File: src/design/nicc_pkg.sv
// ----------------------------------------------------------------------------
// nicc_pkg
// Shared types and constants for node id compaction and cliques.
// ----------------------------------------------------------------------------
package nicc_pkg;

    localparam int MAX_RANKS = 256;
    localparam int CNT_W     = 9;
    localparam int DIV_W     = 9;

    localparam logic [1:0] OP_LOAD    = 2'd0;
    localparam logic [1:0] OP_READ    = 2'd1;
    localparam logic [1:0] OP_RESTART = 2'd2;

    localparam logic [1:0] ST_OK    = 2'd0;
    localparam logic [1:0] ST_RANGE = 2'd1;
    localparam logic [1:0] ST_FULL  = 2'd2;

    localparam logic [1:0] REG_NO_LOCAL  = 2'd0;
    localparam logic [1:0] REG_CLIQUES   = 2'd1;
    localparam logic [1:0] REG_ODD_EVEN  = 2'd2;
    localparam logic [1:0] REG_BY_BLOCK  = 2'd3;

    typedef struct packed {
        logic [1:0]  op;
        logic [30:0] raw_node_id;
        logic [7:0]  rank_index;
    } cmd_t;

    typedef struct packed {
        logic [7:0] node_id;
        logic [8:0] node_count;
        logic [1:0] status;
    } result_t;

    typedef struct packed {
        logic        by_rank;
        logic [30:0] key;
    } query_t;

    typedef struct packed {
        logic       hit;
        logic [7:0] dense;
    } link_t;

    typedef struct packed {
        logic        en;
        logic [7:0]  idx;
        logic [30:0] raw;
        logic [7:0]  dense;
    } wr_t;

endpackage

File: src/design/nicc_div.sv
// ----------------------------------------------------------------------------
// nicc_div
// Restoring divider, one quotient bit per cycle.
// ----------------------------------------------------------------------------
module nicc_div (
    input  logic                      clk,
    input  logic                      rst_n,
    input  logic                      go,
    input  logic [nicc_pkg::DIV_W-1:0] dividend,
    input  logic [nicc_pkg::DIV_W-1:0] divisor,
    output logic [nicc_pkg::DIV_W-1:0] quotient,
    output logic [nicc_pkg::DIV_W-1:0] remainder,
    output logic                      done
);

    localparam int W = nicc_pkg::DIV_W;

    logic [W-1:0]         quo_reg;
    logic [W-1:0]         rem_reg;
    logic [W-1:0]         dvs_reg;
    logic [$clog2(W+1)-1:0] cnt_reg;
    logic                 run_reg;
    logic                 done_reg;
    logic [W:0]           trial;
    logic                 fits;

    assign trial = {rem_reg, quo_reg[W-1]};
    assign fits  = trial >= {1'b0, dvs_reg};

    always_ff @(posedge clk or negedge rst_n)
    begin
        if (!rst_n)
        begin
            run_reg  <= 1'b0;
            done_reg <= 1'b0;
            cnt_reg  <= '0;
        end
        else
        begin
            done_reg <= 1'b0;
            if (go)
            begin
                run_reg <= 1'b1;
                cnt_reg <= ($clog2(W+1))'(W);
            end
            else if (run_reg)
            begin
                cnt_reg <= cnt_reg - 1'b1;
                if (cnt_reg == 1)
                begin
                    run_reg  <= 1'b0;
                    done_reg <= 1'b1;
                end
            end
        end
    end

    always_ff @(posedge clk)
    begin
        if (go)
        begin
            quo_reg <= dividend;
            rem_reg <= '0;
            dvs_reg <= divisor;
        end
        else if (run_reg)
        begin
            quo_reg <= {quo_reg[W-2:0], fits};
            rem_reg <= fits ? W'(trial - {1'b0, dvs_reg}) : trial[W-1:0];
        end
    end

    assign quotient  = quo_reg;
    assign remainder = rem_reg;
    assign done      = done_reg;

endmodule

File: config.mk
export PLATFORM = sky130hd
export DESIGN_NAME = nicc_div
export DESIGN_NICKNAME = d
export VERILOG_FILES = /design/src/design/nicc_pkg.sv /design/src/design/nicc_div.sv
export SDC_FILE = /design/constraint.sdc
export NUM_CORES = 1
export LEC_CHECK = 0
export ABC_AREA = 1
export CAP_MARGIN = 20
export CELL_PAD_IN_SITES_DETAIL_PLACEMENT = 1
export CELL_PAD_IN_SITES_GLOBAL_PLACEMENT = 1
export CORE_MARGIN = 3
export CORE_UTILIZATION = 35
export CTS_CLUSTER_SIZE = 16
export DETAILED_ROUTE_END_ITERATION = 10
export DONT_BUFFER_PORTS = 1
export HOLD_SLACK_MARGIN = 0.02
export MAX_ROUTING_LAYER = met4
export PLACE_DENSITY_LB_ADDON = 0.25
export SYNTH_ARGS = -nofsm -noshare
export SYNTH_HDL_FRONTEND = slang
export SYNTH_SLANG_ARGS = --single-unit
File: constraint.sdc
create_clock -name clk -period 4.1 [get_ports clk]
set_input_delay 0.615 -clock clk [delete_from_list [all_inputs] [get_ports clk]]
set_output_delay 0.615 -clock clk [all_outputs]
set_load 0.02 [all_outputs]
==> out/results.tsv <==
stage	metric	value	unit
outcome	run status	complete, no violations	
detailed_routing	wirelength, routed	4.38	mm
placed_design	placed instance area	0.00193	mm2
detailed_routing	Starting DRT DRC Count	30	
finish	most frequent cells in the layout	nand2_1 (87), inv_1 (43), nand3_1 (26)	
finish	share of cells above drive strength 1	0.0569	
placed_design	gp weighted congestion	0.759	
worst_setup_path	Critical Path Most Common Cell	nand2_2	
clock_network	# H-tree levels	2	
detailed_routing	Via density	4.71	
hold_path	hold path depth	1	
finish	Reg area	871	um2
placed_design	Port Buf Inserts	0	
synthesis	post-synthesis cell area	0.00187	mm2
sta	final hold violation count	0	
clock_network	CTS tree	done	
finish	Final Instance Count excl. Fillers	316	
hold_path	Hold/Removal Path Class	primary input to register	
clock_network	clk sinks	33	
die	die height	79.2	um
synthesis	synth warn	0	
detailed_routing	drt first pass iters	4	
sta	Clock Skew	0.00758	ns
worst_setup_path	Crit. End Element	register	
finish	commonest non-fill, non-tap cell in the layout	nand2_1	
power_and_ir_drop	Tot Pwr	1.23	mW
clock_network	clock latency on the worst-skew pair	0.28	ns
detailed_routing	antenna-violating nets left	0	
global_routing	vias in the first global route	1597	
worst_setup_path	worst r2r src	quotient[8]	
sta	Period minus WS final	2.38	ns
clock_network	Clock transition at path regs	0.06	ns
die	core box area	0.00514	mm2
power_and_ir_drop	Power Density	610	mW/mm2
worst_setup_path	Startpoint Class	register	
synthesis	Mapped Nets	274	
worst_setup_path	Worst path slowest cell	edfxtp_1	
worst_setup_path	Setup CP Type	register to register	
detailed_routing	routed len/inst	13.9	um
die	initial core utilization	0.365	
worst_setup_path	CP Data Required Time	4.33	ns
detailed_routing	final routed DRC violation total	0	
sta	Max Freq	419	MHz
worst_setup_path	reg-to-reg critical path endpoint	remainder[7]	
worst_setup_path	worst-path fanout max	11	
worst_setup_path	Worst R2R Path Depth	13	
placed_design	placed insts	307	
sta	Final setup viols	0	
sta	setup TNS	0	ns
finish	P&R area growth vs syn	7.88	%
sta	Slew HR	0.542	
synthesis	register area share after synthesis	0.465	
flow_run	Max Cap Viol	0	
finish	nets	278	
synthesis	FF+latch count, synth	33	
global_routing	pin count of the biggest net entering global routing	24	
synthesis	Synth area leader	edfxtp_1	
power_and_ir_drop	Leakage	1.03	nW
synthesis	Yosys top cell area share	0.288	
worst_setup_path	crit-path cells	inv_1 > ha_1 > inv_1 > fa_1 > nand3_1 > nand2_2 > nand2_2 > nand2_2 > nand2_1 > nand2_2 > nand2_1 > nand3_1 > nand2_1	
worst_setup_path	max incr delay on CP	0.51	ns
sta	Tcrit/Tclk final	0.581	
finish	fin area	0.00202	mm2
worst_setup_path	Arr. time, crit path	2.61	ns
global_routing	GRT Util Overall	0.159	
worst_setup_path	r2r setup slk	1.72	ns
finish	multi-input logic area	812	um2
power_and_ir_drop	Max VDD drop	0.000316	V
synthesis	Unique masters post-synth	23	
hold_path	HP Start	go	
synthesis	Mapped Cells	241	
clock_network	total CTS buffers	5	
placed_design	Post-DP HPWL	3.45	mm
finish	ant diodes	0	
sta	Slew Viols, Final	0	
die	die area	0.00627	mm2
global_routing	total global routing overflow	0	
sta	pin slew with the least headroom to its limit	0.684	ns
synthesis	Synth Area per Inst	7.78	um2
die	row count	26	
die	die width	79.2	um
hold_path	WHS Endpoint	done	
detailed_routing	DR vias	1487	
global_routing	antenna violations before repair	0	
global_routing	first-pass GRT wire length	7.52	mm
finish	Finished Core Util	0.393	
finish	Filler cells	669	
sta	RSZ-0062 raised after global routing	no	
die	I/O Pins	40	
synthesis	ranking of synthesized cells by area	edfxtp_1 (29%), nand2_1 (17%), dfxtp_1 (9.6%)	
clock_network	clk root buf	clkbuf_8	
clock_network	Longest Clk Path Bufs	2	
worst max path at each step:
stage                     slack [ns]   startpoint      endpoint  cells past startpoint
after floorplan                 2.10  quotient[8]   quotient[0]                     11
after global placement          1.76  quotient[8]  remainder[7]                     13
after detailed placement        1.71  quotient[8]  remainder[7]                     13
after CTS                       1.70  quotient[8]  remainder[7]                     13
after global routing            1.49  quotient[8]  remainder[8]                     13
final                           1.72  quotient[8]  remainder[7]                     13
kinds of logic after synthesis:
logic type      Yosys count  synth area share
simple gates            135             0.304
buf+inv                  47             0.102
flops                    33             0.465
fa+ha+maj                12            0.0841
compound gates           11            0.0307
xor+xnor                  3            0.0140
final cells by class:
cell class	instances	share of cell area
clock buffer	7	0.0377
clock inverter	1	0.00186
inverter	43	0.0798
multi-input combinational	161	0.402
sequential	33	0.431
tap	70	0.0433
timing repair buffer	1	0.00495
per-layer routing:
layer  share of wire  vias to the layer above  track usage
li1                -                      760            -
met1            0.46                      683        0.196
met2            0.47                       36        0.257
met3           0.050                        8       0.0408
met4           0.015                        0       0.0515
met5               0                        -            -
worst max-delay path, delay by kind of cell (launching register included):
family | cells | cell delay (ns)
buffers and inverters | 2 | 0.19
adder cells (fa/ha/maj) | 2 | 0.55
flip-flops | 1 | 0.51
AND/OR/NAND/NOR | 9 | 1.08
repair_timing:
item,4_1_cts,5_1_grt
setup buffers,0,0
hold buffers,1,0
gates resized for setup,0,0
hold endpoints to repair,6,0
synth_stat cells, drive strengths merged:
cell type  count
nor3           1
nand3         26
dfxtp          9
ha            11
o22ai          1
edfxtp        18
nand4          1
xnor2          3
nor4           1
and2           1
inv           43
nor2          12
fa             1
nand2         92
clkbuf         2
dfrtp          6
o21ai          3
or2            1
a21oi          6
a31oi          1
buf            2
metrics by stage:
stage | hold WS (ns) | worst slack [ns]
global route | 0.402 | 1.49
floorplan | 0.319 | 2.10
CTS | 0.407 | 1.70
global placement | 0.320 | 1.76
detailed placement | 0.320 | 1.71
finish | 0.420 | 1.72
report_power, final:
part	switching [mW]	internal (mW)
clock	0.113	0.118
sequential	0.128	0.422
combinational	0.276	0.176
total	0.518	0.716
(Power assumes the default switching activity.)
