### config.mk
export PLATFORM = sky130hd
export DESIGN_NAME = nicc_cell
export DESIGN_NICKNAME = d
export VERILOG_FILES = /design/src/design/nicc_pkg.sv /design/src/design/nicc_cell.sv
export SDC_FILE = /design/constraint.sdc
export NUM_CORES = 1
export LEC_CHECK = 0
export ABC_AREA = 1
export BUFFER_PORTS_ARGS = -buffer_cell sky130_fd_sc_hd__buf_4
export CORE_MARGIN = 3
export CORE_UTILIZATION = 48
export CTS_BUF_LIST = sky130_fd_sc_hd__clkbuf_4 sky130_fd_sc_hd__clkbuf_8 sky130_fd_sc_hd__clkbuf_16
export DETAILED_ROUTE_END_ITERATION = 10
export PLACE_DENSITY = 0.85
export SLEW_MARGIN = 30
export SYNTH_ARGS = -nofsm -noshare
export SYNTH_HDL_FRONTEND = slang
export SYNTH_SLANG_ARGS = --single-unit
### constraint.sdc
create_clock -name clk -period 2.8 [get_ports clk]
set_clock_uncertainty 0.2 [all_clocks]
set_input_delay 0.56 -clock clk [delete_from_list [all_inputs] [get_ports clk]]
set_output_delay 0.56 -clock clk [all_outputs]
set_load 0.01 [all_outputs]
### src/design/nicc_pkg.sv
// ----------------------------------------------------------------------------
// nicc_pkg
// Shared types and constants for node id compaction and cliques.
// ----------------------------------------------------------------------------
package nicc_pkg;

    localparam int MAX_RANKS = 256;
    localparam int CNT_W     = 9;
    localparam int DIV_W     = 9;

    localparam logic [1:0] OP_LOAD    = 2'd0;
    localparam logic [1:0] OP_READ    = 2'd1;
    localparam logic [1:0] OP_RESTART = 2'd2;

    localparam logic [1:0] ST_OK    = 2'd0;
    localparam logic [1:0] ST_RANGE = 2'd1;
    localparam logic [1:0] ST_FULL  = 2'd2;

    localparam logic [1:0] REG_NO_LOCAL  = 2'd0;
    localparam logic [1:0] REG_CLIQUES   = 2'd1;
    localparam logic [1:0] REG_ODD_EVEN  = 2'd2;
    localparam logic [1:0] REG_BY_BLOCK  = 2'd3;

    typedef struct packed {
        logic [1:0]  op;
        logic [30:0] raw_node_id;
        logic [7:0]  rank_index;
    } cmd_t;

    typedef struct packed {
        logic [7:0] node_id;
        logic [8:0] node_count;
        logic [1:0] status;
    } result_t;

    typedef struct packed {
        logic        by_rank;
        logic [30:0] key;
    } query_t;

    typedef struct packed {
        logic       hit;
        logic [7:0] dense;
    } link_t;

    typedef struct packed {
        logic        en;
        logic [7:0]  idx;
        logic [30:0] raw;
        logic [7:0]  dense;
    } wr_t;

endpackage

### src/design/nicc_cell.sv
// ----------------------------------------------------------------------------
// nicc_cell
// One rank slot: holds raw and dense id, matches the query, passes the hit on.
// ----------------------------------------------------------------------------
module nicc_cell #(
    parameter int INDEX = 0
) (
    input  logic                    clk,
    input  logic                    rst_n,
    input  nicc_pkg::wr_t           wr,
    input  nicc_pkg::query_t        query,
    input  logic [nicc_pkg::CNT_W-1:0] count,
    input  nicc_pkg::link_t         link_in,
    output nicc_pkg::link_t         link_out
);

    logic [30:0]     raw_reg;
    logic [7:0]      dense_reg;
    nicc_pkg::link_t link_reg;
    logic            own_hit;

    assign own_hit = (count > nicc_pkg::CNT_W'(INDEX)) &&
                     (query.by_rank ? (query.key[7:0] == 8'(INDEX))
                                    : (query.key == raw_reg));

    always_ff @(posedge clk)
    begin
        if (wr.en && wr.idx == 8'(INDEX))
        begin
            raw_reg   <= wr.raw;
            dense_reg <= wr.dense;
        end
    end

    always_ff @(posedge clk or negedge rst_n)
    begin
        if (!rst_n)
        begin
            link_reg <= '0;
        end
        else if (link_in.hit)
        begin
            link_reg <= link_in;
        end
        else
        begin
            link_reg.hit   <= own_hit;
            link_reg.dense <= dense_reg;
        end
    end

    assign link_out = link_reg;

endmodule

==> results_dict.tcl, run 1 <==
set metrics [dict create \
    die_y_um 71.21 \
    grt_pass1_wl_mm 6.603 \
    fin_crit_ns 1.770 \
    globalplace.congestion 0.8604 \
    final_cell_mix "109 x buf_4, 68 x nand2_1, 39 x edfxtp_1" \
    maxCapViolations 0 \
    p_per_area_mw_per_mm2 477.9 \
    finalCritPeriodShare_pct 63.20 \
    final_common_cell "buf_4" \
    io_pins 109 \
    drcViolationCount 0 \
    seq_area_frac_synth_pct 68.42 \
    root_buffer "clkbuf_8" \
    yosysTopAreaCell "edfxtp_1" \
    h-tree-depth 2 \
    timing.fmax_ghz 0.5651 \
    crit_cells 4 \
    cts_tree "done" \
    row_count 23 \
    layout.nets 399 \
    min_path_type "in -> reg" \
    critPathMaxStageDelay_ns 0.39 \
    grt_remaining_overflow 0 \
    worst_slew_pin_slew_ns 0.4568 \
    path_cells "buf_4 > nor4_1 > and3_2 > buf_4" \
    cts_buffers 5 \
    initial_core_util_pct 50.29 \
    antenna_cells 0 \
    ys_warn_count 0 \
    pre_cts_slack_ns 0.6930 \
    slew_headroom_pct 69.55 \
    final_hold_viol_count 0 \
    synth_area_per_cell_um2 11.15 \
    grt_pass1_vias 1584 \
    cp.required_ns 2.55 \
    grt_start_max_net_pins 40 \
    synth_area_leaders "edfxtp_1 57%, nand2_1 13%, dfrtp_1 11%" \
    multi_input_area_um2 573.1 \
    clkLatencyLatePin_ns 0.30 \
    crit_slowest_cell "buf_4" \
    worstPathMaxFanout 39 \
    first_iter_violations 52 \
    antenna_left 0 \
    outcome "completed" \
    setup_viol 0 \
    wl_per_cell_um 11.84 \
    r2r_start "raw_reg[3]" \
    worstSetupStartpointType "primary input" \
    synthCells 183 \
    die_area_mm2 0.005070 \
    wirelength_mm 4.143 \
    fin_ws_ns 1.030 \
    route.vias.total 1567 \
    min_delay_path_depth 1 \
    viasPerCell 4.477 \
    antenna_found_initial 0 \
    synth.distinct_cells 16 \
    syn_nets 283 \
    leakage_nw 1.406 \
    startpoint "wr[44]" \
    port_buffers 108 \
    cts.path.max_buffers 2 \
    yosysTopAreaCellShare_pct 57.39 \
    setup.worst_path.class "in -> reg" \
    largest_register_ffs 31 \
    area_growth_syn_to_layout_pct 49.17 \
    crit_buf_inv 2 \
    irDropWorstVdd_mv 0.4159 \
    seq_area_mm2 0.001396 \
    fill_cells 276 \
    clkSlewWorstSetupHoldPaths_ns 0.09 \
    die_w_um 71.21 \
    ff2ff_path_depth 9 \
    mappedNetlistArea_mm2 0.002041 \
    tns_ns 0 \
    rsz0062_at_grt "false" \
    ys_ff_latch 48 \
    dr.pass1.iters 3 \
    core_mm2 0.004058 \
    hp-start "wr[27]" \
    cp.arrival_ns 1.52 \
    cts.sinks 48 \
    cp_common_cell "buf_4" \
    slew_violations 0 \
    dp_hpwl_mm 3.412 \
    crit_family "buffers and inverters" \
    critPathCaptureType "flip-flop" \
    post_cts_buffers 0 \
    grtUsageTotal_pct 17.30 \
    layout-drive-gt1-share_pct 39.67 \
]
## timing repair
action | CTS | global route
hold endpoints to repair | 9 | 0
setup endpoints to repair | 0 | 0
hold buffers | 1 | 0
resized for setup | 0 | 0
## final timing paths
check	slack (ns)	end
worst max-delay path	1.03	raw_reg[8]
worst min-delay path	0.23	raw_reg[19]
worst max register to register	1.39	link_out[8]
worst min register to register	0.25	link_out[4]
max in group asynchronous	1.85	link_out[6]
min in group asynchronous	0.42	link_out[7]
## stage by stage
step / instances / hold WS (ns) / area (um2) / utilization, % / power (mW)
global placement: 341 / 0.1856 / 2918 / 71.91 / 0.9695
floorplan: 183 / 0.06441 / 2041 / - / 0.8431
CTS: 350 / 0.2177 / 3044 / 75.02 / 1.466
global route: 350 / 0.2032 / 3044 / 75.02 / 1.533
detailed placement: 341 / 0.1869 / 2918 / 71.91 / 0.9739
finish: 350 / 0.2283 / 3044 / 75.02 / 1.455
## cells in the mapped netlist (all sizes together)
cell and instances:
nand2 68, edfxtp 39, xnor2 20, inv 17, nor2 16, dfrtp 9, xor2 3, nor3 2
nor4 2, a32oi 1, and3 1, buf 1, clkinv 1, nand3 1, nand4 1, or2 1
## layout make-up
cell class | instances | area share, %
flip-flops and latches | 48 | 45.87
repair buffers | 110 | 27.21
multi-input cells | 116 | 18.82
clock buffers | 5 | 2.261
inverters | 18 | 2.219
well taps | 50 | 2.055
clock inverters | 3 | 1.562
## cells by family (layout without fill, tap and decap cells)
family	after synthesis	in the layout	share of synthesized area [%]
XOR/XNOR	23	23	9.872
AND/OR/NAND/NOR	92	92	17.72
flip-flops	48	48	68.42
buffers and inverters	19	136	3.556
AO/OA/AOI/OAI	1	1	0.4293
## per-layer routing
layer	track usage [%]	routed length, um
met5	0	0
met4	12.53	191
met3	3.409	288
met2	29.18	2212
met1	19.32	1451
## power breakdown
part           leakage, nW  switching, mW  total [mW]  internal [mW]
Sequential           0.457        0.00240       0.782          0.780
Clock               0.0583          0.229       0.497          0.269
Combinational        0.890         0.0566       0.175          0.119
No activity file was read; power rests on OpenSTA's default activity.
==> run 2: changes to the inputs <==
--- a/config.mk
+++ b/config.mk
@@ -5,13 +5,13 @@
 export SDC_FILE = /design/constraint.sdc
 export NUM_CORES = 1
 export LEC_CHECK = 0
-export ABC_AREA = 1
+export ABC_AREA = 0
 export BUFFER_PORTS_ARGS = -buffer_cell sky130_fd_sc_hd__buf_4
 export CORE_MARGIN = 3
-export CORE_UTILIZATION = 48
+export CORE_UTILIZATION = 43
 export CTS_BUF_LIST = sky130_fd_sc_hd__clkbuf_4 sky130_fd_sc_hd__clkbuf_8 sky130_fd_sc_hd__clkbuf_16
 export DETAILED_ROUTE_END_ITERATION = 10
-export PLACE_DENSITY = 0.85
+export PLACE_DENSITY = 0.79
 export SLEW_MARGIN = 30
 export SYNTH_ARGS = -nofsm -noshare
 export SYNTH_HDL_FRONTEND = slang
==> constraint.sdc (replaced) <==
create_clock -name clk -period 1.65 [get_ports clk]
set_clock_uncertainty 0.2 [all_clocks]
set_input_delay 0.33 -clock clk [delete_from_list [all_inputs] [get_ports clk]]
set_output_delay 0.33 -clock clk [all_outputs]
set_load 0.01 [all_outputs]
==> run 2 against run 1 <==
Compared with the run above:
- sequential cell count did not move
- via count is 11% lower
- count of clock-buffer cells in the layout increased by 3
- first-iteration DRC count increased by 73%
- largest cell class unchanged
- highest routed layer unchanged
- hold slack got worse by 0.22 ns
- worst setup slack lost 0.96 ns
- cell area grew 0.58%
- synthesized cell count is 39% lower
==> results_dict.tcl, run 2 <==
set metrics [dict create \
    async_flop_share_pct 18.75 \
    fin_crit_ns 1.582 \
    critPathCaptureType "flip-flop" \
    synth-edff-count 39 \
    r2r_start "raw_reg[18]" \
    tns_ns 0 \
    critPathMaxStageDelay_ns 0.38 \
    clkSlewWorstSetupHoldPaths_ns 0.08 \
    port_buffers 108 \
    row_count 23 \
    synthCells 111 \
    p_sw_share_pct 18.55 \
    fin_ws_ns 0.06783 \
    setup_viol 0 \
    crit_slowest_cell "edfxtp_1" \
    grt_start_max_net_pins 15 \
    slew_headroom_pct 80.54 \
    root_buffer "clkbuf_8" \
    p_switching_uw 456.3 \
    post_cts_buffers 0 \
    cts_buffers 5 \
    maxCapViolations 0 \
    pre_cts_slack_ns -0.2259 \
    synthAdderAreaFrac_pct 0 \
    antenna_left 0 \
    r2r_slack_ns 0.07 \
    grtUsageTotal_pct 16.85 \
    h-tree-depth 2 \
    rsz0062_at_grt "false" \
    viasPerCell 4.851 \
    outcome "completed" \
    yosys-mux-area-fraction_pct 4.724 \
    path_cells "xor2_1 > nor4_2 > nand3_1 > o31ai_1" \
    globalplace.congestion 0.8093 \
    dp_hpwl_mm 3.700 \
    irDropWorstVdd_mv 0.5150 \
    slew_violations 0 \
    power_mw 2.460 \
    die_y_um 72.59 \
    final_cell_mix "111 x buf_4, 39 x edfxtp_1, 31 x xor2_1" \
    yosysTopAreaCell "edfxtp_1" \
    leakage_nw 1.281 \
    synth_area_leaders "edfxtp_1 61%, xor2_1 14%, dfrtp_1 12%" \
    grt_remaining_overflow 0 \
    dr.pass1.iters 4 \
    ys_warn_count 0 \
    layout-drive-gt1-share_pct 55.23 \
    wirelength_mm 4.470 \
    grt_pass1_vias 1439 \
    final_common_cell "buf_4" \
    cp.required_ns 1.64 \
    layout.nets 338 \
    p_seq_share_pct 53.9 \
    cts.sinks 48 \
    synth_commonest_cells "39 x edfxtp_1, 31 x xor2_1, 11 x nor4_1, 9 x dfrtp_1, 8 x mux2_2" \
    synth.distinct_cells 16 \
    startpoint "raw_reg[18]" \
    synth_area_per_cell_um2 17.18 \
    p_per_area_mw_per_mm2 803.6 \
    finalCritPeriodShare_pct 95.89 \
    area_growth_syn_to_layout_pct 60.56 \
    worstPathMaxFanout 1 \
    first_iter_violations 90 \
    cp.arrival_ns 1.57 \
    wl_per_cell_um 15.47 \
    largest_register_ffs 31 \
    worst_slew_pin_slew_ns 0.2895 \
    pwr-share-comb_pct 12.4 \
    die_w_um 72.59 \
    dp.cells 271 \
    ys_ff_latch 48 \
    syn_nets 211 \
    core_mm2 0.004144 \
    seq_area_frac_synth_pct 73.23 \
    cts.path.max_buffers 2 \
    antenna_cells 0 \
    synth_compound_area_share_pct 0.7218 \
    route.vias.total 1402 \
    clkLatencyLatePin_ns 0.29 \
    drcViolationCount 0 \
    synthFlopType "edfxtp_1" \
    p_int_mw 2.004 \
    final_hold_viol_count 0 \
    reg2reg_to "link_out[8]" \
    mappedNetlistArea_mm2 0.001907 \
    timing.fmax_ghz 0.6320 \
    crit_end "link_out[8]" \
    min_path_type "in -> reg" \
    yosysTopAreaCellShare_pct 61.42 \
    p_clk_share_pct 33.7 \
    synth-simple-area-share_pct 6.824 \
    setup.worst_path.class "reg -> reg" \
    initial_core_util_pct 46.01 \
    io_pins 109 \
    die_area_mm2 0.005269 \
    post-route-util_pct 73.88 \
    cts_tree "done" \
    yosysMostFrequentCell "edfxtp_1" \
    antenna_found_initial 0 \
    worstSetupStartpointType "flip-flop" \
    fin_cells 289 \
    synth_top_family_by_area "XOR/XNOR gates" \
    ff2ff_path_depth 4 \
    synth-xor-area-share_pct 14.24 \
    grt_pass1_wl_mm 6.617 \
]
==> run 2: cell types whose count changed after synthesis, moves of 8 or more <==
cell,delta
mux2_2,+8
nand2_1,-67
nor2_1,-15
inv_1,-17
nor4_1,+9
xnor2_1,-20
xor2_1,+28
==> run 2: logic make-up after synthesis <==
family | after synthesis
xor+xnor | 31
buf+inv | 1
flops | 48
simple gates | 21
mux | 8
compound gates | 2
==> run 2: worst min-delay path by stage <==
| stage | startpoint | to | cells after the start |
|---|---|---|---|
| 6_report | wr[8] | raw_reg[0] | 1 |
| 5_1_grt | wr[21] | raw_reg[13] | 1 |
| 4_1_cts | wr[16] | raw_reg[8] | 1 |
| 3_5_place_dp | rst_n | link_out[6] | 1 |
| 3_3_place_gp | rst_n | link_out[5] | 1 |
| 2_1_floorplan | rst_n | link_out[0] | 0 |
==> run 2: metrics by stage <==
stage / hold WS [ns] / instance area, um2
final: 0.01208 / 3062
after floorplan: -0.1656 / 1937
after detailed placement: -0.04033 / 2828
after global placement: -0.04712 / 2828
after CTS: 0.002799 / 2959
after global routing: 0.0009383 / 3062
==> run 2: power by group through the flow <==
stage	Sequential, mW	Combinational [mW]	Clock (mW)
2_1_floorplan	1.36	0.0497	0
3_3_place_gp	1.35	0.277	0
3_5_place_dp	1.35	0.285	0
4_1_cts	1.33	0.288	0.851
5_1_grt	1.33	0.328	0.903
6_report	1.33	0.305	0.830
==> run 2: timing repair <==
| action | 4_1_cts | 5_1_grt |
|---|---|---|
| hold endpoints to repair | 9 | 9 |
| gates resized for setup | 0 | 2 |
| hold buffers | 1 | 9 |
| endpoints found under the setup margin | 0 | 1 |
==> run 2: critical path, delay by kind of cell, from the launching register on <==
family | cells | cell delay (ns)
AOI/OAI and AO/OA | 1 | 0.27
xor gates and xnor gates | 1 | 0.18
DFF | 1 | 0.38
and+or+nand+nor | 2 | 0.45
==> run 2: area by class of cell <==
| type | count | area [um2] |
|---|---|---|
| Clock buffer | 8 | 121.4 |
| Fill cell | 278 | 1082 |
| Multi-Input combinational cell | 62 | 548.0 |
| Sequential cell | 48 | 1396 |
| Tap cell | 50 | 62.56 |
| Timing Repair Buffer | 121 | 933.4 |
==> run 2: routing by layer <==
metal | up-vias | global-route usage (%) | share of wire [%]
li1 | 668 | - | -
met4 | 0 | 6.762 | 0.85
met2 | 77 | 28.26 | 51
met5 | - | 0 | 0
met3 | 4 | 4.821 | 10
met1 | 653 | 20.48 | 38
